<file path="config.mk">
export PLATFORM = sky130hd
export DESIGN_NAME = psfl_queue
export DESIGN_NICKNAME = d
export VERILOG_FILES = /design/src/psfl_pkg.sv /design/src/psfl_queue.sv
export SDC_FILE = /design/constraint.sdc
export NUM_CORES = 1
export LEC_CHECK = 0
export BUFFER_PORTS_ARGS = -buffer_cell sky130_fd_sc_hd__buf_2
export CAP_MARGIN = 15
export CORE_MARGIN = 5
export CORE_UTILIZATION = 58
export CTS_BUF_LIST = sky130_fd_sc_hd__clkbuf_4
export DETAILED_ROUTE_END_ITERATION = 8
export PLACE_DENSITY = 0.86
export SYNTH_ARGS = -nofsm -noshare
export SYNTH_HDL_FRONTEND = slang
export SYNTH_SLANG_ARGS = --single-unit
</file>
<file path="constraint.sdc">
create_clock -name i_clk -period 3.3 [get_ports i_clk]
set_clock_uncertainty 0.15 [all_clocks]
set_input_delay 0.33 -clock i_clk [delete_from_list [all_inputs] [get_ports i_clk]]
set_output_delay 0.33 -clock i_clk [all_outputs]
set_load 0.05 [all_outputs]
</file>
<file path="src/psfl_pkg.sv">
// Shared types and constants for the page swap block.
package psfl_pkg;

    localparam int NUM_FRAMES = 4;
    localparam int NUM_PAGES  = 64;
    localparam int PAGE_CHARS = 16;

    localparam int FRAME_W = (NUM_FRAMES > 1) ? $clog2(NUM_FRAMES) : 1;
    localparam int PAGE_W  = (NUM_PAGES > 1) ? $clog2(NUM_PAGES) : 1;
    localparam int CHAR_W  = (PAGE_CHARS > 1) ? $clog2(PAGE_CHARS) : 1;
    localparam int LEN_W   = $clog2(PAGE_CHARS + 1);
    localparam int ADDR_W  = PAGE_W + CHAR_W;
    localparam int STORE_DEPTH = NUM_PAGES * PAGE_CHARS;

    localparam logic FUNC_READ  = 1'b0;
    localparam logic FUNC_WRITE = 1'b1;

    localparam int REG_USE_LRU = 0;

    typedef struct packed {
        logic       func;
        logic [5:0] page;
        logic [7:0] letter;
    } t_in_word;

    typedef struct packed {
        logic       hit;
        logic [1:0] frame;
        logic [5:0] evicted_page;
        logic [7:0] char_out;
        logic       empty_res;
        logic       overflow;
        logic       last;
    } t_out_word;

    // Classified access handed from the frame tracker to the page store.
    typedef struct packed {
        logic              func;
        logic [PAGE_W-1:0] page;
        logic [7:0]        letter;
        logic              hit;
        logic [1:0]        frame;
        logic [5:0]        evicted_page;
    } t_cmd;

endpackage

</file>
<file path="src/psfl_queue.sv">
// Two-entry queue of classified accesses between the tracker and the store.
module psfl_queue (
    input  logic           i_clk,
    input  logic           i_rst_n,
    input  logic           i_valid,
    input  psfl_pkg::t_cmd i_cmd,
    output logic           o_ready,
    output logic           o_valid,
    output psfl_pkg::t_cmd o_cmd,
    input  logic           i_ready
);
    import psfl_pkg::*;

    t_cmd        r_mem [2];
    logic        r_wp;
    logic        r_rp;
    logic [1:0]  r_cnt;
    logic        push;
    logic        pop;

    assign o_ready = r_cnt != 2'd2;
    assign o_valid = r_cnt != 2'd0;
    assign o_cmd = r_mem[r_rp];
    assign push = i_valid && o_ready;
    assign pop = o_valid && i_ready;

    always_ff @(posedge i_clk) begin
        if (push) begin
            r_mem[r_wp] <= i_cmd;
        end
        if (!i_rst_n) begin
            r_wp  <= 1'b0;
            r_rp  <= 1'b0;
            r_cnt <= '0;
        end else begin
            if (push) begin
                r_wp <= ~r_wp;
            end
            if (pop) begin
                r_rp <= ~r_rp;
            end
            r_cnt <= r_cnt + 2'(push) - 2'(pop);
        end
    end
endmodule

</file>
==> results of run 1 <==
-- registers in the layout, indices dropped and copies added, names as in the netlist, named ones only --
signal	cells
r_rp	1
r_wp	1
r_cnt	2
r_mem	48
-- final timing paths --
| kind | from | endpoint | slack, ns | cells after the start |
|---|---|---|---|---|
| hold / removal | i_rst_n | r_cnt[1]$_SDFF_PN0_ | 0.10 | 2 |
| setup reg to reg | r_cnt[0]$_SDFF_PN0_ | r_mem[1][19]$_DFFE_PP_ | 1.32 | 2 |
| hold reg to reg | r_wp$_SDFFE_PN0N_ | r_wp$_SDFFE_PN0N_ | 0.39 | 2 |
| setup / recovery | flip-flop | o_cmd[2] | 0.83 | 3 |
-- stage by stage --
stage | cell area [sq um] | worst slack, ns | instances | util [%]
after floorplan | 2073 | 0.6903 | 99 | -
after global placement | 2362 | 1.239 | 197 | 69.69
after detailed placement | 2362 | 1.224 | 197 | 69.69
after CTS | 2611 | 0.8029 | 222 | 77.04
after global routing | 2681 | 0.7030 | 229 | 79.11
final | 2681 | 0.8288 | 229 | 79.11
-- layout by cell type (no fill, tap or decap) --
cell type and count:
buf_2 53, inv_1 1, mux2_2 4, dlygate4sd3_1 24, and3_1 1, edfxtp_1 48
or2_2 1, buf_4 2, nand2_1 2, dfxtp_1 5, o21a_2 1, nor2b_1 2
bufinv_16 1, xnor2_1 3, and2_1 2, mux2i_1 1, clkbuf_4 6, ha_1 2
mux2_4 20, nand2b_1 2, clkinv_1 1, nor2_2 1
-- Yosys cell counts (all sizes together) --
| master | instances |
|---|---|
| edfxtp | 48 |
| mux2 | 24 |
| dfxtp | 5 |
| buf | 3 |
| xnor2 | 3 |
| and2 | 2 |
| ha | 2 |
| nand2 | 2 |
| nand2b | 2 |
| nor2b | 2 |
| and3 | 1 |
| inv | 1 |
| mux2i | 1 |
| nor2 | 1 |
| o21a | 1 |
| or2 | 1 |
-- layout make-up --
type,instances,share of cell area (%)
Clock inverter,2,1.260
Inverter,1,0.1400
Clock buffer,6,1.680
Multi-Input combinational cell,42,17.87
Sequential cell,53,57.49
Tap cell,46,2.147
Timing Repair Buffer,79,19.41
-- repair_timing --
action / in CTS / in global routing
hold buffers: 17 / 7
endpoints found under the hold margin: 34 / 14
setup endpoints to repair: 0 / 0
-- critical path: stages, from the launching register on --
cell,delay [ns]
dfxtp_1,0.67
buf_4,0.38
mux2_2,0.37
buf_2,0.21
-- kinds of logic after synthesis --
| kind of cell | after synthesis | synth area share [%] |
|---|---|---|
| AND/OR/NAND/NOR | 11 | 2.957 |
| XOR/XNOR | 3 | 1.268 |
| adder cells (fa/ha/maj) | 2 | 1.207 |
| flip-flops | 53 | 74.35 |
| buffers and inverters | 4 | 2.655 |
| multiplexers | 25 | 17.14 |
| AO/OA/AOI/OAI | 1 | 0.4225 |
-- per-layer routing --
layer	global-route usage, %	wire length (um)
met1	16.60	1407
met5	0	0
met4	5.745	78
met2	29.59	2020
met3	5.797	197
-- power by group through the flow --
stage	Sequential (uW)	Combinational, uW	Clock (uW)
after floorplan	886	718	0
after global routing	910	876	385
after CTS	899	838	353
after global placement	906	802	0
after detailed placement	914	821	0
final	897	834	345
==> flow_summary.yaml, run 1 <==
run_status:
  status: "finished clean"
sta:
  setup_viol_count_final: 0
  hold_slack_ns: 0.1026
  drv_slew: 0
  tightest_slew_ns: 1.117
  fin_crit_sh_pct: 74.88
  rsz0062_at_grt: "no"
  period_needed_ns: 2.471
  max_freq_ghz: 0.4047
  hold_violations: 0
  relSlewSlack_pct: 25.55
  finalSetupTns_ns: 0
floorplanning:
  core_sq_um: 3390
  die_w_um: 69.79
  die_area_sq_um: 4870
  rows: 21
  start_util_pct: 61.17
  die_height_um: 69.79
  io_pins: 54
clock_network:
  tritoncts: "done"
  clk_path_buf_depth: 2
  cts_setup_buffers: 0
  cts_buffers: 5
  clock_latency_ns: 0.35
  cts.clk_slew.worst_paths_ns: 0.13
  clockRootBuffer: "clkbuf_4"
  cts_resized: 0
  cts.sink_count: 53
  htreeDepth: 2
power_and_ir_drop:
  p_leak_uw: 0.001076
  combPwrFrac_pct: 40.2
  p_int_uw: 1301
  clkPwrFrac_pct: 16.6
  ir_drop_uv: 510.5
  power_density_nw_per_um2: 774.5
  p_sw_share_pct: 37.34
  p_seq_share_pct: 43.2
  switchingPower_uw: 775.4
  finalPower_uw: 2077
global_routing:
  grt_first_pass_wirelength_um: 5906
  antenna_found_initial: 0
  grt_use_total_pct: 16.09
  grt_max_degree: 25
  grt_pass1_vias: 1184
  grt-ovfl-total: 0
drt:
  firstDrtPassIters: 4
  drc: 0
  num_vias: 1109
  wl_um: 3704
  first_iter_violations: 36
  wl_per_cell_um: 16.17
  antenna_left: 0
  viasPerCell: 4.843
synthesis:
  synthesis.area_sq_um: 2073
  syn_nets: 129
  yosys-top-cells-area: "edfxtp_1 (70%), mux2_4 (14%), dfxtp_1 (4.8%)"
  synth_top_cell_by_area: "edfxtp_1"
  ys_ff_latch: 53
  synth_top_area_share_pct: 69.52
  syn_area_per_cell_sq_um: 20.94
  ys_types: 18
  seq_area_frac_synth_pct: 74.35
  synthCells: 99
  yosys_warnings: 0
critical_path:
  worst_setup_path_end_kind: "output port"
  cp.arrival_ns: 1.99
  start_kind: "flip-flop"
  worstPathMaxFanout: 15
  critPathKind: "reg2out"
  cp.required_ns: 2.82
final_layout:
  regArea_sq_um: 1541
  drive_gt1_share_pct: 48.63
  antenna_cells: 0
  nets: 212
  nFillCells: 182
  area_growth_pct: 29.33
  multi_input_area_sq_um: 479.2
min_path:
  hold_class: "in2reg"
placed_design:
  port_buffers: 53
  dpl.hpwl_um: 2460
  place_congestion: 0.7017
flow_run:
  maxCapViolCount: 0
(Power assumes the default switching activity.)
==> run 2, diff against run 1 <==
ABC_AREA = 1   (was default)
CORE_UTILIZATION = 49   (was 58)
PLACE_DENSITY = 0.78   (was 0.86)
clock period = 2.1 ns   (was 3.3 ns; I/O delays follow)
==> flow_summary.yaml, run 2 <==
drt:
  antenna_left: 0
  first_iter_violations: 51
  firstDrtPassIters: 4
  wl_um: 3771
  viasPerCell: 4.801
  wl_per_cell_um: 15.02
  drc: 0
  num_vias: 1205
sta:
  max_freq_ghz: 0.5280
  drv_slew: 0
  setup_viol_count_final: 0
  tightest_slew_ns: 0.4358
  finalSetupTns_ns: 0
  rsz0062_at_grt: "no"
  fin_crit_sh_pct: 90.18
  hold_violations: 0
  period_needed_ns: 1.894
  relSlewSlack_pct: 70.87
power_and_ir_drop:
  finalPower_uw: 3318
  power_density_nw_per_um2: 1202
  p_leak_uw: 0.001138
  ir_drop_uv: 1002
critical_path:
  worst_setup_path_end_kind: "output port"
  cp.arrival_ns: 1.53
  reg2regPathDepth: 10
  critPathKind: "reg2out"
  cp.required_ns: 1.74
  start_kind: "flip-flop"
  worstPathMaxFanout: 14
clock_network:
  clk_path_buf_depth: 2
  tritoncts: "done"
  cts.sink_count: 53
  cts.clk_slew.worst_paths_ns: 0.14
  clockRootBuffer: "clkbuf_4"
  htreeDepth: 2
  clock_latency_ns: 0.35
  cts_buffers: 5
  cts_setup_buffers: 0
final_layout:
  drive_gt1_share_pct: 44.78
  multi_input_area_sq_um: 466.7
  nFillCells: 292
  regMostFlops: "r_mem"
  nets: 230
  reg_top3: "r_mem x48, r_cnt x2"
  antenna_cells: 0
  regArea_sq_um: 1541
  area_growth_pct: 32.87
  post-route-util_pct: 68.05
  mostFrequentLayoutCell: "buf_2"
  most-common-layout-cells: "buf_2 (53), edfxtp_1 (48), dlygate4sd3_1 (27)"
  fin_area_sq_um: 2761
  fin_cells: 251
  largest_register_ffs: 48
floorplanning:
  io_pins: 54
  rows: 23
  die_w_um: 75.13
  core_sq_um: 4058
  die_height_um: 75.13
  start_util_pct: 51.22
  die_area_sq_um: 5644
flow_run:
  maxCapViolCount: 0
synthesis:
  syn_nets: 141
  synth_ff_type: "edfxtp_1"
  synth_common_cells: "edfxtp_1 (48), mux2_4 (20), nand2_1 (9)"
  synth_top_cell_by_area: "edfxtp_1"
  synthArstFlopShare_pct: 0
  synth_edf_count: 48
  syn_area_per_cell_sq_um: 18.72
  yosys_warnings: 0
  ys_ff_latch: 53
  synthesis.area_sq_um: 2078
  synthCells: 111
  synth_top_area_share_pct: 69.36
  seq_area_frac_synth_pct: 74.17
  yosysMostFrequentCell: "edfxtp_1"
  yosys-top-cells-area: "edfxtp_1 (69%), mux2_4 (14%), dfxtp_1 (4.8%)"
  ys_types: 12
placed_design:
  place_congestion: 0.7349
  place_area_sq_um: 2412
  dpl.hpwl_um: 2754
  dpl.cell_count: 216
  port_buffers: 53
run_status:
  status: "finished clean"
global_routing:
  busiest_layer: "met2"
  grtUsageMet3_pct: 4.139
  grt_first_pass_wirelength_um: 6113
  grt-ovfl-total: 0
  grt_use_total_pct: 14.95
  antenna_found_initial: 0
  met1_usage_pct: 16.21
  grt_max_degree: 17
  grt_pass1_vias: 1326
  grt_util_met2_pct: 28.24
min_path:
  hold_path_depth: 2
  hold_class: "reg2reg"
run 2: cell types whose count changed in the layout (fill, tap and decap cells not counted), moves of 3 or more:
cell / delta
nand2_1: +7
nor2_1: +7
inv_1: +6
dlygate4sd3_1: +3
nand3_1: +3
xnor2_1: -3
run 2: worst paths after layout:
kind | startpoint | slack [ns] | to
max | flip-flop | 0.21 | o_cmd[9]
min | r_rp$_SDFFE_PN0P_ | 0.38 | flip-flop
max reg2reg | r_cnt[0]$_SDFF_PN0_ | 0.28 | r_cnt[1]$_SDFF_PN0_
min reg2reg | r_rp$_SDFFE_PN0P_ | 0.38 | flip-flop
run 2: layout make-up:
cell class,count,share of cell area (%)
sequential,53,55.82
clock inverter,3,1.495
multi-input combinational,48,16.90
timing repair buffer,85,21.21
clock buffer,5,1.359
inverter,7,0.9515
tap,50,2.266
run 2: metrics by stage:
step                      hold slack, ns  worst slack [ns]
after detailed placement          0.2524            0.3412
final                             0.3818            0.2062
after floorplan                   0.1535           0.09712
after global routing              0.3844            0.1046
after CTS                       0.001680            0.1675
after global placement            0.2494            0.4903
run 2: repair_timing:
item / 4_1_cts / 5_1_grt
endpoints found under the hold margin: 53 / 1
gates resized for setup: 0 / 0
hold buffers: 26 / 1
run 2: logic make-up after synthesis:
logic type	after synthesis	share of synthesized area [%]
multiplexers	24	16.62
adder cells (fa/ha/maj)	2	1.204
AND/OR/NAND/NOR	20	3.793
flip-flops	53	74.17
AO/OA/AOI/OAI	2	0.4817
buffers and inverters	10	3.733
run 2: layer usage:
metal  vias to the layer above  wire length, um
li1                        584                -
met1                       580             1370
met2                        39             2128
met3                         2              258
met4                         0               13
met5                         -                0
run 2: power breakdown:
group | leakage, uW | switching, uW | internal [uW]
Sequential | 0.000490 | 57.9 | 1340
Clock | 0.0000389 | 293 | 247
Combinational | 0.000610 | 927 | 457
run 2: critical path, cell delays in order, from the launching register on:
cell and delay (ns):
dfxtp_1 0.36, buf_4 0.28, mux2_4 0.33, buf_2 0.21
==> run 3, diff against run 2 <==
BUFFER_PORTS_ARGS = default   (was -buffer_cell sky130_fd_sc_hd__buf_2)
CORE_UTILIZATION = 58   (was 49)
DONT_BUFFER_PORTS = 1   (was default)
PLACE_DENSITY = 0.76   (was 0.78)
==> flow_summary.yaml, run 3 (synthesis gave the netlist of run 2 again) <==
run_status:
  status: "finished clean"
global_routing:
  grt_max_degree: 16
  antenna_found_initial: 0
  grt-ovfl-total: 0
  grt_util_met2_pct: 27.81
  grtUsageMet3_pct: 4.878
  busiest_layer: "met2"
  met1_usage_pct: 13.52
  grt_pass1_vias: 1168
  grt_use_total_pct: 14.36
  grt_first_pass_wirelength_um: 5299
critical_path:
  start_kind: "flip-flop"
  critPathKind: "reg2out"
  worstPathMaxFanout: 11
  cp.required_ns: 1.74
  worst_setup_path_end_kind: "output port"
  cp.arrival_ns: 1.43
floorplanning:
  die_area_sq_um: 4880
  core_sq_um: 3416
  start_util_pct: 60.84
  die_height_um: 69.86
  die_w_um: 69.86
  io_pins: 54
  rows: 21
clock_network:
  cts_buffers: 5
  cts_hold_buffers: 27
  cts_setup_buffers: 0
  clockRootBuffer: "clkbuf_4"
  htreeDepth: 2
  tritoncts: "done"
  cts_resized: 0
  cts.sink_count: 53
  cts.clk_slew.worst_paths_ns: 0.13
  clock_latency_ns: 0.34
  clk_path_buf_depth: 2
final_layout:
  most-common-layout-cells: "edfxtp_1 (48), dlygate4sd3_1 (27), mux2_4 (20)"
  largest_register_ffs: 48
  nFillCells: 233
  drive_gt1_share_pct: 27.15
  nets: 180
  regMostFlops: "r_mem"
  reg_top3: "r_mem x48, r_cnt x2"
  mostFrequentLayoutCell: "edfxtp_1"
  fin_area_sq_um: 2482
  antenna_cells: 0
  area_growth_pct: 19.45
drt:
  drc: 0
  viasPerCell: 5.152
  first_iter_violations: 42
  antenna_left: 0
  wl_per_cell_um: 16.53
  num_vias: 1015
  wl_um: 3257
  firstDrtPassIters: 4
placed_design:
  dpl.hpwl_um: 2288
  place_area_sq_um: 2152
  place_congestion: 0.6092
  port_buffers: 0
sta:
  drv_slew: 0
  period_needed_ns: 1.789
  fin_crit_sh_pct: 85.20
  max_freq_ghz: 0.5589
  setup_viol_count_final: 0
  hold_violations: 0
  finalSetupTns_ns: 0
  rsz0062_at_grt: "no"
  tightest_slew_ns: 0.2797
  relSlewSlack_pct: 81.44
power_and_ir_drop:
  ir_drop_uv: 867.5
  p_leak_uw: 0.0009345
  power_density_nw_per_um2: 1245
min_path:
  hold_class: "in2reg"
flow_run:
  maxCapViolCount: 0
[run 3: changes by cell type in the layout (fill, tap and decap cells not counted), sizes merged]
cell    before  now
buf         58    8
bufinv       1    0
clkbuf       5    7
clkinv       1    0
[run 3: per-layer routing]
metal  share of wire, %  vias up
met5                  0        -
met4               0.92        0
met3                6.5        4
met2                 58       34
met1                 35      493
li1                   -      484
[run 3: power by group]
group	internal [uW]	switching [uW]
sequential	1340	59.1
clock	158	277
combinational	381	878
[run 3: metrics by stage]
stage	util, %	total power [uW]	std cells	hold slack, ns	setup WS (ns)
3_3_place_gp	63.00	2609	162	0.1561	0.5453
2_1_floorplan	-	2519	111	0.1535	0.09712
5_1_grt	72.67	3248	197	0.2075	0.1990
3_5_place_dp	63.00	2647	162	0.1590	0.4294
6_report	72.67	3091	197	0.1854	0.3108
4_1_cts	72.67	3122	197	0.1661	0.2772
[run 3: final timing paths]
check / startpoint / to / slack [ns] / cells past startpoint
max: flip-flop / o_cmd[0] / 0.31 / 2
min: i_valid / r_cnt[1]$_SDFF_PN0_ / 0.19 / 4
max reg2reg: r_cnt[0]$_SDFF_PN0_ / r_cnt[1]$_SDFF_PN0_ / 0.40 / 10
min reg2reg: r_rp$_SDFFE_PN0P_ / flip-flop / 0.39 / 2
[run 3: cell type report]
class                   instances  area (sq um)  share of cell area [%]
clock inverters                 1         7.507                  0.3024
well taps                      46         57.56                   2.319
clock buffers                   7         52.55                   2.117
flip-flops and latches         53          1541                   62.10
repair buffers                 35         330.3                   13.31
multi-input cells              48         466.7                   18.80
inverters                       7         26.28                   1.058
[run 3: worst max-delay path, cell delays in order, from the launching register on]
cell and delay (ns):
dfxtp_1 0.36, buf_4 0.23, mux2_2 0.49
