[config.mk]
export PLATFORM = sky130hd
export DESIGN_NAME = psfl_front
export DESIGN_NICKNAME = d
export VERILOG_FILES = /design/src/psfl_pkg.sv /design/src/psfl_front.sv
export SDC_FILE = /design/constraint.sdc
export NUM_CORES = 1
export LEC_CHECK = 0
export BUFFER_PORTS_ARGS = -buffer_cell sky130_fd_sc_hd__buf_2
export CORE_ASPECT_RATIO = 0.6
export CORE_MARGIN = 2
export CORE_UTILIZATION = 60
export CTS_BUF_LIST = sky130_fd_sc_hd__clkbuf_4
export CTS_CLUSTER_SIZE = 8
export DETAILED_ROUTE_END_ITERATION = 7
export HOLD_SLACK_MARGIN = 0.02
export PLACE_DENSITY = 0.86
export REMOVE_ABC_BUFFERS = 1
export SYNTH_ARGS = -nofsm -noshare
export SYNTH_HDL_FRONTEND = slang
export SYNTH_SLANG_ARGS = --single-unit
[constraint.sdc]
create_clock -name i_clk -period 5.2 [get_ports i_clk]
set_input_delay 1.04 -clock i_clk [delete_from_list [all_inputs] [get_ports i_clk]]
set_output_delay 1.04 -clock i_clk [all_outputs]
set_load 0.02 [all_outputs]
[src/psfl_pkg.sv]
// Shared types and constants for the page swap block.
package psfl_pkg;

    localparam int NUM_FRAMES = 4;
    localparam int NUM_PAGES  = 64;
    localparam int PAGE_CHARS = 16;

    localparam int FRAME_W = (NUM_FRAMES > 1) ? $clog2(NUM_FRAMES) : 1;
    localparam int PAGE_W  = (NUM_PAGES > 1) ? $clog2(NUM_PAGES) : 1;
    localparam int CHAR_W  = (PAGE_CHARS > 1) ? $clog2(PAGE_CHARS) : 1;
    localparam int LEN_W   = $clog2(PAGE_CHARS + 1);
    localparam int ADDR_W  = PAGE_W + CHAR_W;
    localparam int STORE_DEPTH = NUM_PAGES * PAGE_CHARS;

    localparam logic FUNC_READ  = 1'b0;
    localparam logic FUNC_WRITE = 1'b1;

    localparam int REG_USE_LRU = 0;

    typedef struct packed {
        logic       func;
        logic [5:0] page;
        logic [7:0] letter;
    } t_in_word;

    typedef struct packed {
        logic       hit;
        logic [1:0] frame;
        logic [5:0] evicted_page;
        logic [7:0] char_out;
        logic       empty_res;
        logic       overflow;
        logic       last;
    } t_out_word;

    // Classified access handed from the frame tracker to the page store.
    typedef struct packed {
        logic              func;
        logic [PAGE_W-1:0] page;
        logic [7:0]        letter;
        logic              hit;
        logic [1:0]        frame;
        logic [5:0]        evicted_page;
    } t_cmd;

endpackage

[src/psfl_front.sv]
// Frame tracker: finds the page's frame, picks a victim and stamps the frame.
module psfl_front (
    input  logic               i_clk,
    input  logic               i_rst_n,
    input  logic               i_use_lru,
    input  logic               i_valid,
    input  psfl_pkg::t_in_word i_word,
    output logic               o_ready,
    output logic               o_cmd_valid,
    output psfl_pkg::t_cmd     o_cmd,
    input  logic               i_cmd_ready
);
    import psfl_pkg::*;

    logic [PAGE_W-1:0]  r_page  [NUM_FRAMES];
    logic               r_touch [NUM_FRAMES];
    logic [31:0]        r_stamp [NUM_FRAMES];
    logic [31:0]        r_count;

    logic               r_busy;
    logic               r_have;
    t_in_word           r_req;
    logic [PAGE_W-1:0]  r_pg;
    logic               r_hit;
    logic [FRAME_W-1:0] r_hfr;
    logic               r_vok;
    logic [FRAME_W-1:0] r_vic;
    logic [FRAME_W-1:0] r_scan;
    logic [1:0]         r_phase;
    logic               r_out_v;
    t_cmd               r_out;

    logic [PAGE_W-1:0]  pg_in;
    logic               better;

    assign pg_in = PAGE_W'(i_word.page % NUM_PAGES);
    assign better = r_touch[r_scan] && (!r_vok || r_stamp[r_scan] < r_stamp[r_vic]);
    assign o_ready = !r_busy && !r_out_v;
    assign o_cmd_valid = r_out_v;
    assign o_cmd = r_out;

    always_ff @(posedge i_clk) begin
        if (!i_rst_n) begin
            for (int i = 0; i < NUM_FRAMES; i++) begin
                r_page[i]  <= PAGE_W'(i % NUM_PAGES);
                r_touch[i] <= 1'b0;
                r_stamp[i] <= '0;
            end
            r_count <= '0;
            r_busy  <= 1'b0;
            r_out_v <= 1'b0;
            r_phase <= '0;
        end else begin
            if (r_out_v && i_cmd_ready) begin
                r_out_v <= 1'b0;
            end
            if (i_valid && o_ready) begin
                r_busy  <= 1'b1;
                r_req   <= i_word;
                r_pg    <= pg_in;
                r_hit   <= 1'b0;
                r_hfr   <= '0;
                r_vok   <= 1'b0;
                r_vic   <= '0;
                r_scan  <= '0;
                r_phase <= 2'd0;
            end else if (r_busy && r_phase == 2'd0) begin
                // One frame per cycle: hit search and oldest-stamp search together.
                if (!r_hit && r_page[r_scan] == r_pg) begin
                    r_hit <= 1'b1;
                    r_hfr <= r_scan;
                end
                if (better) begin
                    r_vok <= 1'b1;
                    r_vic <= r_scan;
                end
                if (32'(r_scan) == NUM_FRAMES - 1) begin
                    r_phase <= 2'd1;
                end else begin
                    r_scan <= r_scan + 1'b1;
                end
            end else if (r_busy && r_phase == 2'd1) begin
                r_out.func   <= r_req.func;
                r_out.page   <= r_pg;
                r_out.letter <= r_req.letter;
                r_out.hit    <= r_hit;
                r_busy  <= 1'b0;
                r_out_v <= 1'b1;
                r_count <= r_count + 1'b1;
                if (r_hit) begin
                    r_out.frame        <= 2'(r_hfr);
                    r_out.evicted_page <= '0;
                    r_touch[r_hfr] <= 1'b1;
                    r_stamp[r_hfr] <= r_count;
                end else if (i_use_lru) begin
                    r_out.frame        <= 2'(r_vic);
                    r_out.evicted_page <= 6'(r_page[r_vic]);
                    r_page[r_vic]  <= r_pg;
                    r_touch[r_vic] <= 1'b1;
                    r_stamp[r_vic] <= r_count;
                end else begin
                    r_out.frame        <= 2'(NUM_FRAMES - 1);
                    r_out.evicted_page <= 6'(r_page[0]);
                    for (int i = 0; i + 1 < NUM_FRAMES; i++) begin
                        r_page[i]  <= r_page[i+1];
                        r_touch[i] <= r_touch[i+1];
                        r_stamp[i] <= r_stamp[i+1];
                    end
                    r_page[NUM_FRAMES-1]  <= r_pg;
                    r_touch[NUM_FRAMES-1] <= 1'b1;
                    r_stamp[NUM_FRAMES-1] <= r_count;
                end
            end
        end
    end
endmodule

==> key figures, run 1 <==
Cells and area
  • Fill cells: about 1400
  • Most frequent cells in the layout: edfxtp_1, a22o_1, clkbuf_4, mux4_2, and2_1
  • Diode count: 0
  • Final Core Density: 67.2%
  • Commonest non-fill, non-tap cell in the layout: edfxtp_1
  • Syn-to-layout area delta: 9.66%
  • NumNets Final: 966
  • Layout cells sized above 1: roughly 26%

Setup path
  • Flop-to-flop setup slack: 1.51 ns
  • Worst setup path class: flip-flop to flip-flop
  • Crit-path slowest cell: dfxtp_2
  • Nature of the critical path startpoint: flip-flop
  • Crit-path max FO: 24
  • CP cell instances: buf_4 -> mux4_2 -> ha_1 -> nand4_1 -> nor4b_2 -> o211ai_1 -> nand3_1 -> a31oi_4 -> mux2_1
  • Path depth of the worst reg2reg path: 9
  • CP max stage delay: ~0.9 ns
  • Crit. End Element: flip-flop
  • Worst Path Required: 5.75 ns
  • Crit path DAT: about 4.2 ns

Timing
  • Setup WS post-layout: 1.51 ns
  • Final setup fails: 0
  • Slew headroom: ~31%
  • Worst hold slack: 0.408 ns
  • Crit share post-route: 70.9%
  • Max Slew Vio Count: 0
  • Achievable frequency: ~270 MHz
  • Hold violation count in the final report: 0
  • Clock period minus final worst setup slack: around 3.7 ns
  • Clk_skew: between 0.03 and 0.04 ns
  • RSZ-0062 raised after global routing: no
  • Worst Tran Pin Value: 1.03 ns

Clocking
  • Worst-path clk slew: about 0.080 ns
  • Clock Tree Root: clkbuf_4
  • H-tree depth: 2
  • Clk_lat worst skew: about 0.66 ns
  • Number of gates resized after cts: 0
  • CTS Buf Count: between 50 and 60
  • CTS tree: done
  • Hold-fix buffers, CTS: 0
  • Max Buffers Root-to-Sink: 3
  • Clk sinks: 242
  • Postcts setup bufs: 0

Synth
  • Synth cell types: 52
  • Post-synth EDFFs: ~200
  • Number of synthesis warnings: 0
  • Async SR Flop Fraction: 0%
  • Ys flop type: edfxtp_1
  • Mapped Area: 12300 um2
  • Syn_area_per_cell: 14.3 um2
  • Post-Synthesis Cells: about 860
  • Synth top area share: 48.6%
  • Post-synth top area cell: edfxtp_1
  • Ranking of synthesized cells by area: edfxtp_1, mux4_2, a22o_1, dfxtp_1, and2_1
  • Synth Register Bits: roughly 240
  • Seq/Total Area, Yosys: a little under three fifths

Outcome
  • Run status: complete, no violations

Pwr
  • Peak VDD IR: 235 uV
  • Leak: 4.96 nW
  • Cell area power density: about 310 nW/um2

Drt
  • Post-route antenna net violation count: 0
  • First drt pass iteration count: 5
  • Initial drt markers: slightly above 900
  • Average routed wire per standard cell: 22.4 um
  • Drt drc: 0
  • Via Count: roughly 8000
  • Routed vias/inst: approximately 6.5
  • Final WL: 27500 um

Global route
  • Grt total ovfl: 0
  • Largest net degree at the start of global routing: roughly 120
  • Global-route wire length before repair: around 44000 um
  • Antenna violations before repair: 0
  • Vias in the first global route: just over 8000
  • GRT Overall Usage: a little over a quarter

Die
  • # rows: 40
  • Die height: about 110 um
  • Core outline area: 20100 um2
  • Full die area: approximately 22000 um2
  • Initial core utilization: around 61%
  • I/O pins: 46
  • Die Width: around 190 um

Job
  • Max-cap violations: 0

Hold path
  • Hold Path Class: flip-flop to flip-flop

Placed design
  • Final RePlAce weighted congestion: around 0.84
  • Count of input and output buffers: 45
  • DPL Wire Length: roughly 18000 um
  • DP Worst Slack: around 1.4 ns
per-stage QoR:
step	power [mW]	instance area, um2	cells	setup TNS (ns)
detailed placement	2.74	12800	1131	0
CTS	4.25	13500	1231	0
finish	4.23	13500	1231	0
global placement	2.72	12800	1131	0
floorplan	2.60	12000	799	-324.40
global route	4.40	13500	1231	0
worst max-delay path, delay by kind of cell (launching register included):
family          cells  cell delay, ns
buf+inv             1            0.44
flops               1            0.92
fa+ha+maj           1            0.31
mux                 2            0.88
compound gates      2            0.23
simple gates        3            0.81
sequential cells by signal, summed over array words and instances (netlist names), named ones only:
name         flops
r_pg             6
r_hit            1
r_hfr            2
r_req            9
r_stamp        128
r_count         32
r_vic            2
r_phase          1
r_touch          4
r_busy           1
r_page          24
o_cmd           24
o_cmd_valid      1
r_vok            1
r_scan           2
synth_stat cells (all sizes together) (6+ instances only):
master	count
or3	8
edfxtp	199
nand4	11
xor2	10
nor3	8
inv	39
o21ai	13
dfxtp	43
clkbuf	28
nor2	20
ha	33
nand2b	8
buf	32
and3	10
mux2i	6
and2	69
a22o	112
a21oi	20
mux4	77
xnor2	24
nand3	16
nand2	26
area by class of cell:
cell class / count / area (um2) / share of cell area (%)
flip-flops and latches: 242 / 6840 / 50.8
inverters: 39 / 146 / 1.09
multi-input cells: 518 / 5080 / 37.7
well taps: 273 / 342 / 2.53
clock inverters: 17 / 97.6 / 0.724
repair buffers: 59 / 343 / 2.54
clock buffers: 83 / 623 / 4.62
power by group:
group / leakage [nW] / internal [mW] / switching [mW]
clock: 0.427 / 0.779 / 0.750
combinational: 2.21 / 0.238 / 0.225
sequential: 2.33 / 2.15 / 0.0927
how the worst min path moves through the flow:
stage / startpoint / endpoint / slack, ns / cells after the start
floorplan: r_req[1] / o_cmd[10] / 0.40 / 0
global placement: r_req[2] / o_cmd[11] / 0.40 / 0
detailed placement: r_req[4] / o_cmd[13] / 0.41 / 0
CTS: r_req[7] / o_cmd[16] / 0.41 / 0
global route: r_req[7] / o_cmd[16] / 0.42 / 0
finish: r_req[7] / o_cmd[16] / 0.41 / 0
layer usage:
metal	wire length, um	global-route usage [%]	vias up
met5	0	0	-
met4	362	7.03	0
met2	12200	39.3	456
met1	12000	38.4	4020
met3	3020	7.14	39
li1	-	-	3528
cells by family (layout without fill, tap and decap cells):
| family | count (synthesis) | count (layout) | share of synthesized area, % |
|---|---|---|---|
| mux | 87 | 87 | 15.0 |
| buf+inv | 99 | 198 | 3.31 |
| simple gates | 193 | 193 | 9.12 |
| xor+xnor | 34 | 34 | 2.42 |
| compound gates | 171 | 171 | 11.2 |
| fa+ha+maj | 33 | 33 | 3.36 |
| flops | 242 | 242 | 55.6 |
Note: power is estimated with default switching activity, not from simulation.
==> inputs of run 2 (changes only) <==
- ABC_AREA: not set -> 1
- CORE_UTILIZATION: 60 -> 58
- clock period: 5.2 -> 3 ns (I/O delays scaled with it)
==> run 2 against run 1 <==
Against the previous run:
- clock skew down 0.00084 ns
- hold slack worse by 0.35 ns
- power up 85%
- final area up 5.2%
- critical path type unchanged
- highest routed layer unchanged
==> key figures, run 2 <==
Clocking
  • Clock Tree Root: clkbuf_4
  • CTS tree: done
  • Hold-fix buffers, CTS: 0 (unchanged)
  • Clk sinks: 242 (unchanged)
  • Clk_lat worst skew: 0.74 ns (+0.08 ns)
  • Max Buffers Root-to-Sink: 3 (unchanged)
  • CTS Buf Count: 55 (+3.8%)
  • Worst-path clk slew: 0.08 ns (about the same)
  • H-tree depth: 2 (unchanged)

Setup path
  • Nature of the critical path startpoint: flip-flop
  • Crit path top cell by count: nand2_2
  • CP cell instances: buf_4 -> buf_12 -> buf_12 -> o21ai_1 -> a21oi_1 -> ha_1 -> nand2_2 -> nor2_2 -> nand4_1 -> nor4_2 -> nand2_1 -> nand2_2 -> nand2_1 -> nand2_1 -> nand2_2 -> nand2_2 -> inv_2
  • CP bufs+invs: 4 (+3)
  • Crit-path slowest cell: nor4_2
  • Crit path DAT: 3.41 ns (-0.82 ns)
  • CP max stage delay: 0.38 ns (-0.54 ns)
  • Worst Path Required: 3.48 ns (-2.27 ns)
  • Crit. End Element: flip-flop
  • Crit-path max FO: 8 (-67%)
  • Critical path's top delay family: simple AND/OR/NAND/NOR gates
  • Worst setup path class: flip-flop to flip-flop

Global route
  • Grt total ovfl: 0 (unchanged)
  • Global-route wire length before repair: 56600 um (+29%)
  • GRT Overall Usage: 32.5% (+6.3 points)
  • Largest net degree at the start of global routing: 89 (-23%)
  • Antenna violations before repair: 0 (unchanged)
  • Vias in the first global route: 10606 (+31%)

Synth
  • Synth cell types: 38 (-27%)
  • Syn_area_per_cell: 8.87 um2 (-38%)
  • Most instantiated cells after synthesis: nand2_1, o21ai_0, edfxtp_1, nor2_1, inv_1
  • Synth Register Bits: 242 (unchanged)
  • Post-synth top area cell: edfxtp_1
  • Synth top area share: 48.1% (-0.55 points)
  • Ranking of synthesized cells by area: edfxtp_1, o21ai_0, nand2_1, dfxtp_1, nor2_1
  • Number of synthesis warnings: 0 (unchanged)
  • Ys flop type: edfxtp_1
  • Post-Synthesis Cells: 1401 (+63%)
  • Mapped Area: 12400 um2 (+1.1%)
  • Most numerous cell in the Yosys netlist: nand2_1
  • Async SR Flop Fraction: 0% (unchanged)
  • Seq/Total Area, Yosys: 55.0% (-0.63 points)
  • Post-synth EDFFs: 199 (unchanged)

Die
  • Full die area: 22700 um2 (+4.5%)
  • Die height: 117 um (+2.2%)
  • Die Width: 193 um (+2.2%)
  • # rows: 41 (+2.5%)
  • I/O pins: 46 (unchanged)
  • Core outline area: 21000 um2 (+4.8%)
  • Initial core utilization: 59.1% (-2.1 points)

Timing
  • Worst Tran Pin Value: 0.933 ns (-0.0932 ns)
  • Slew headroom: 37.7% (+6.8 points)
  • Clock period minus final worst setup slack: 2.92 ns (-0.764 ns)
  • Max Slew Vio Count: 0 (unchanged)
  • Clk_skew: 0.0363 ns (-0.000835 ns)
  • Final setup fails: 0 (unchanged)
  • Crit share post-route: 97.4% (+26 points)
  • Hold violation count in the final report: 0 (unchanged)
  • Achievable frequency: 342 MHz (+26%)
  • Setup TNS: 0 ns (unchanged)
  • Setup WS post-layout: 0.0785 ns (-1.44 ns)

Cells and area
  • Number of flip-flops in the largest register: 128 (unchanged)
  • Most frequent cells in the layout: nand2_1, o21ai_0, edfxtp_1, nor2_1, inv_1
  • Commonest non-fill, non-tap cell in the layout: nand2_1
  • Layout cells sized above 1: 14.9% (-11 points)
  • Syn-to-layout area delta: 14.1%
  • Top Registers: r_stamp (128), r_count (32)
  • Register name with the most flops: r_stamp
  • Fill cells: 1586 (+17%)
  • NumNets Final: 1536 (+59%)
  • Design Area, Final: 14200 um2 (+5.2%)
  • Diode count: 0 (unchanged)

Pwr
  • Power consumption: 7.84 mW (+85%)
  • Leak: 5.24 nW (+5.6%)
  • Peak VDD IR: 453 uV (+93%)
  • Cell area power density: 553 nW/um2 (+76%)

Placed design
  • DP Area: 13100 um2 (+2.9%)
  • DPL Wire Length: 23700 um (+34%)
  • Count of input and output buffers: 45 (unchanged)
  • DP Worst Slack: 0.189 ns (-1.21 ns)
  • Final RePlAce weighted congestion: 0.935 (+11%)

Drt
  • First drt pass iteration count: 8 (+3)
  • Drt drc: 0 (unchanged)
  • Final WL: 39100 um (+42%)
  • Initial drt markers: 2187 (+140%)
  • Routed vias/inst: 6.50 (-0.49%)
  • Post-route antenna net violation count: 0 (unchanged)
  • Average routed wire per standard cell: 21.7 um (-2.9%)
  • Via Count: 11703 (+46%)

Outcome
  • Run status: complete, no violations

Job
  • Max-cap violations: 0 (unchanged)

Hold path
  • Hold Path Class: input pin to flip-flop
[run 2: cell types whose count changed after synthesis, sizes merged, moves of 77 or more]
cell / before / now
a22o: 112 / 1
a21oi: 20 / 104
mux4: 77 / 0
nand2: 26 / 261
o21ai: 13 / 248
nor2: 20 / 163
inv: 39 / 121
[run 2: through the flow]
stage / util, % / hold slack [ns] / std cells
3_3_place_gp: 62.4 / 0.400 / 1689
6_report: 67.4 / 0.0559 / 1800
4_1_cts: 65.6 / 0.0222 / 1784
5_1_grt: 67.4 / 0.0239 / 1800
2_1_floorplan: - / 0.400 / 1324
3_5_place_dp: 62.4 / 0.405 / 1689
[run 2: layout make-up]
class                           count  area (um2)  area share (%)
Clock buffer                       85         638            4.50
Sequential cell                   242        6840            48.3
Timing Repair Buffer              102         967            6.82
Tap cell                          279         349            2.46
Inverter                          122         468            3.30
Clock inverter                     10        43.8           0.309
Multi-Input combinational cell    960        4870            34.4
[run 2: report_power, final]
group	switching, mW	internal, mW
combinational	0.887	0.517
clock	1.35	1.28
sequential	0.0783	3.73
[run 2: routing by layer]
metal / wire length (um) / vias up / GRT usage [%]
met4: 1340 / 0 / 9.80
met2: 15600 / 1058 / 43.9
met1: 15100 / 5375 / 49.1
met3: 7100 / 163 / 11.0
li1: - / 5107 / -
met5: 0 / - / 0
[run 2: path summary, 6_finish.rpt]
check | startpoint | to | slack, ns | cells past startpoint
worst max-delay path | flip-flop | r_vic[1] | 0.08 | 17
worst min-delay path | i_word[8] | r_pg[0] | 0.06 | 1
worst max register to register | flip-flop | r_vic[1] | 0.08 | 17
worst min register to register | r_req[3] | o_cmd[12] | 0.41 | 0
[run 2: cell families (layout without fill, tap and decap cells)]
group	Yosys count	in the layout	synth area share [%]
xor gates and xnor gates	4	4	0.282
and+or+nand+nor	489	489	16.1
AOI/OAI and AO/OA	434	434	19.1
buffers and inverters	199	319	6.18
adders and majority gates	33	33	3.32
DFF	242	242	55.0
[run 2: repair_timing]
action / 4_1_cts / 5_1_grt
hold endpoints to repair: 0 / 0
resized for setup: 0 / 26
endpoints found under the setup margin: 0 / 8
setup buffers: 0 / 8
==> inputs of run 3 (changes only) <==
- PLACE_DENSITY: 0.86 -> 0.78
==> run 3 against run 2 <==
Against the previous run:
- cell count increased by 0.22%
- routed wire length down 4.8%
- power rose by 0.66%
- sequential cell count is the same
- hold slack improved by 0.022 ns
- sequential power hardly changed
- clock skew increased by 0.0023 ns
- core utilization rose by 0.32 points
- largest cell class unchanged
- largest power group unchanged
==> key figures, run 3 (synthesis gave the netlist of run 2 again) <==
Clocking
  • Max Buffers Root-to-Sink: 3 (unchanged)
  • Worst-path clk slew: 0.08 ns (about the same)
  • Clock Tree Root: clkbuf_4
  • Clk_lat worst skew: 0.71 ns (-0.03 ns)
  • H-tree depth: 2 (unchanged)
  • Hold-fix buffers, CTS: 0 (unchanged)
  • CTS Buf Count: 55 (unchanged)
  • CTS tree: done
  • Clk sinks: 242 (unchanged)

Drt
  • First drt pass iteration count: 7 (-1)
  • Met2 wire length: 14800 um (-4.8%)
  • Average routed wire per standard cell: 20.6 um (-5.0%)
  • Top sig layer: met4
  • Final WL: 37200 um (-4.8%)
  • Drt drc: 0 (unchanged)
  • Routed vias/inst: 6.24 (-4.0%)
  • Post-route antenna net violation count: 0 (unchanged)
  • Via Count: 11263 (-3.8%)
  • Routed met1 length: 15500 um (+2.6%)
  • Met3 WL post-DR: 6050 um (-15%)
  • Initial drt markers: 1813 (-17%)

Setup path
  • Crit-path max FO: 10 (+2)
  • Path depth of the worst reg2reg path: 19 (+2)
  • Worst setup path class: flip-flop to flip-flop
  • Crit. End Element: flip-flop
  • Crit path DAT: 3.35 ns (-0.06 ns)
  • Worst Path Required: 3.39 ns (-0.09 ns)
  • Flop-to-flop setup slack: 0.04 ns (-0.04 ns)
  • FF-to-FF End: r_vic[0]
  • Nature of the critical path startpoint: flip-flop

Cells and area
  • Final Core Density: 67.7% (+0.32 points)
  • Syn-to-layout area delta: 14.6%
  • Register name with the most flops: r_stamp
  • Diode count: 0 (unchanged)
  • Most frequent cells in the layout: nand2_1, o21ai_0, edfxtp_1, nor2_1, inv_1
  • Top Registers: r_stamp (128), r_count (32)
  • Number of flip-flops in the largest register: 128 (unchanged)
  • Commonest non-fill, non-tap cell in the layout: nand2_1
  • Layout cells sized above 1: 15.3% (+0.49 points)
  • NumNets Final: 1535 (-0.065%)

Global route
  • Largest net degree at the start of global routing: 70 (-21%)
  • Grt total ovfl: 0 (unchanged)
  • GRT Overall Usage: 31.4% (-1.1 points)
  • Global-route wire length before repair: 55300 um (-2.3%)
  • Antenna violations before repair: 0 (unchanged)
  • Vias in the first global route: 10332 (-2.6%)

Die
  • Full die area: 22700 um2 (unchanged)
  • # rows: 41 (unchanged)
  • Initial core utilization: 59.1% (unchanged)
  • Die height: 117 um (unchanged)
  • Core outline area: 21000 um2 (unchanged)
  • Die Width: 193 um (unchanged)
  • I/O pins: 46 (unchanged)

Placed design
  • DPL Wire Length: 22200 um (-6.4%)
  • DP Worst Slack: -0.00228 ns (-0.192 ns)
  • Final RePlAce weighted congestion: 0.933 (-0.22%)
  • Count of input and output buffers: 45 (unchanged)

Timing
  • Clk_skew: 0.0386 ns (+0.00227 ns)
  • Crit share post-route: 98.8% (+1.4 points)
  • Clock period minus final worst setup slack: 2.96 ns (+0.0434 ns)
  • Worst hold slack: 0.0779 ns (+0.0220 ns)
  • Slew headroom: 40.2% (+2.5 points)
  • Achievable frequency: 337 MHz (-1.5%)
  • Setup WS post-layout: 0.0351 ns (-0.0434 ns)
  • Max Slew Vio Count: 0 (unchanged)
  • Worst Tran Pin Value: 0.897 ns (-0.0364 ns)
  • Final setup fails: 0 (unchanged)
  • Hold violation count in the final report: 0 (unchanged)

Pwr
  • Peak VDD IR: 437 uV (-3.4%)
  • Leak: 5.27 nW (+0.54%)
  • Cell area power density: 554 nW/um2 (+0.19%)

Hold path
  • Hold Path Class: input pin to flip-flop
  • Hold EP: r_req[6]
  • Hold depth: 1 (unchanged)
  • Hold wc startpoint: i_word[6]

Job
  • Max-cap violations: 0 (unchanged)

Outcome
  • Run status: complete, no violations
-- run 3: power breakdown --
group	switching [mW]	internal, mW	total (mW)	leakage, nW
registers	0.0761	3.73	3.80	2.34
logic	0.875	0.526	1.40	2.51
clock network	1.36	1.33	2.69	0.429
total	2.31	5.59	7.89	5.27
-- run 3: worst max-delay path, stage by stage (launching register included) --
cell and delay, ns:
dfxtp_4 0.37, clkinvlp_4 0.16, buf_6 0.15, buf_12 0.13, nand2_1 0.06, a32o_1 0.22, ha_1 0.32, a21oi_2 0.16
o21ai_0 0.10, nand3_1 0.07, nand2_1 0.11, nand2_1 0.10, a21oi_1 0.07, nor2_1 0.16, nand2_2 0.10, nand2_1 0.07
nand2_1 0.06, nand2_2 0.10, nand2_4 0.07, inv_2 0.10
-- run 3: stage by stage --
| stage | TNS (ns) | power [mW] | instance area [um2] | std cells |
|---|---|---|---|---|
| 2_1_floorplan | -427.08 | 4.59 | 12100 | 1324 |
| 3_3_place_gp | 0 | 4.95 | 13100 | 1683 |
| 3_5_place_dp | -0.00669 | 5.00 | 13100 | 1683 |
| 4_1_cts | 0 | 7.65 | 13900 | 1784 |
| 5_1_grt | -0.298 | 8.20 | 14200 | 1804 |
| 6_report | 0 | 7.89 | 14200 | 1804 |
-- run 3: worst max-delay path by stage --
stage / endpoint / startpoint / slack (ns) / cells after the start
6_report: r_vic[0] / flip-flop / 0.04 / 19
5_1_grt: r_vic[1] / flip-flop / -0.10 / 19
4_1_cts: r_vic[0] / flip-flop / 0.04 / 18
3_5_place_dp: r_vic[1] / flip-flop / -0.002 / 17
3_3_place_gp: r_vic[0] / flip-flop / 0.19 / 17
2_1_floorplan: r_stamp[3][0] / i_rst_n / -2.79 / 8
-- run 3: area by class of cell --
type	instances	area (um2)
Fill cell	1634	6790
Clock buffer	89	668
Sequential cell	242	6850
Multi-Input combinational cell	960	4930
Inverter	122	468
Clock inverter	11	42.5
Timing Repair Buffer	101	940
Tap cell	279	349
-- run 3: what timing repair did --
| action | in CTS | in global routing |
|---|---|---|
| resized for setup | 0 | 40 |
| cloned | 1 | 7 |
| setup buffers | 0 | 13 |
| endpoints found under the setup margin | 3 | 8 |
| pin swaps | 0 | 12 |
-- run 3: routing by layer --
| layer | vias up | GRT usage [%] |
|---|---|---|
| li1 | 5104 | - |
| met1 | 5140 | 49.7 |
| met2 | 920 | 42.1 |
| met3 | 99 | 8.23 |
| met4 | 0 | 8.66 |
| met5 | - | 0 |
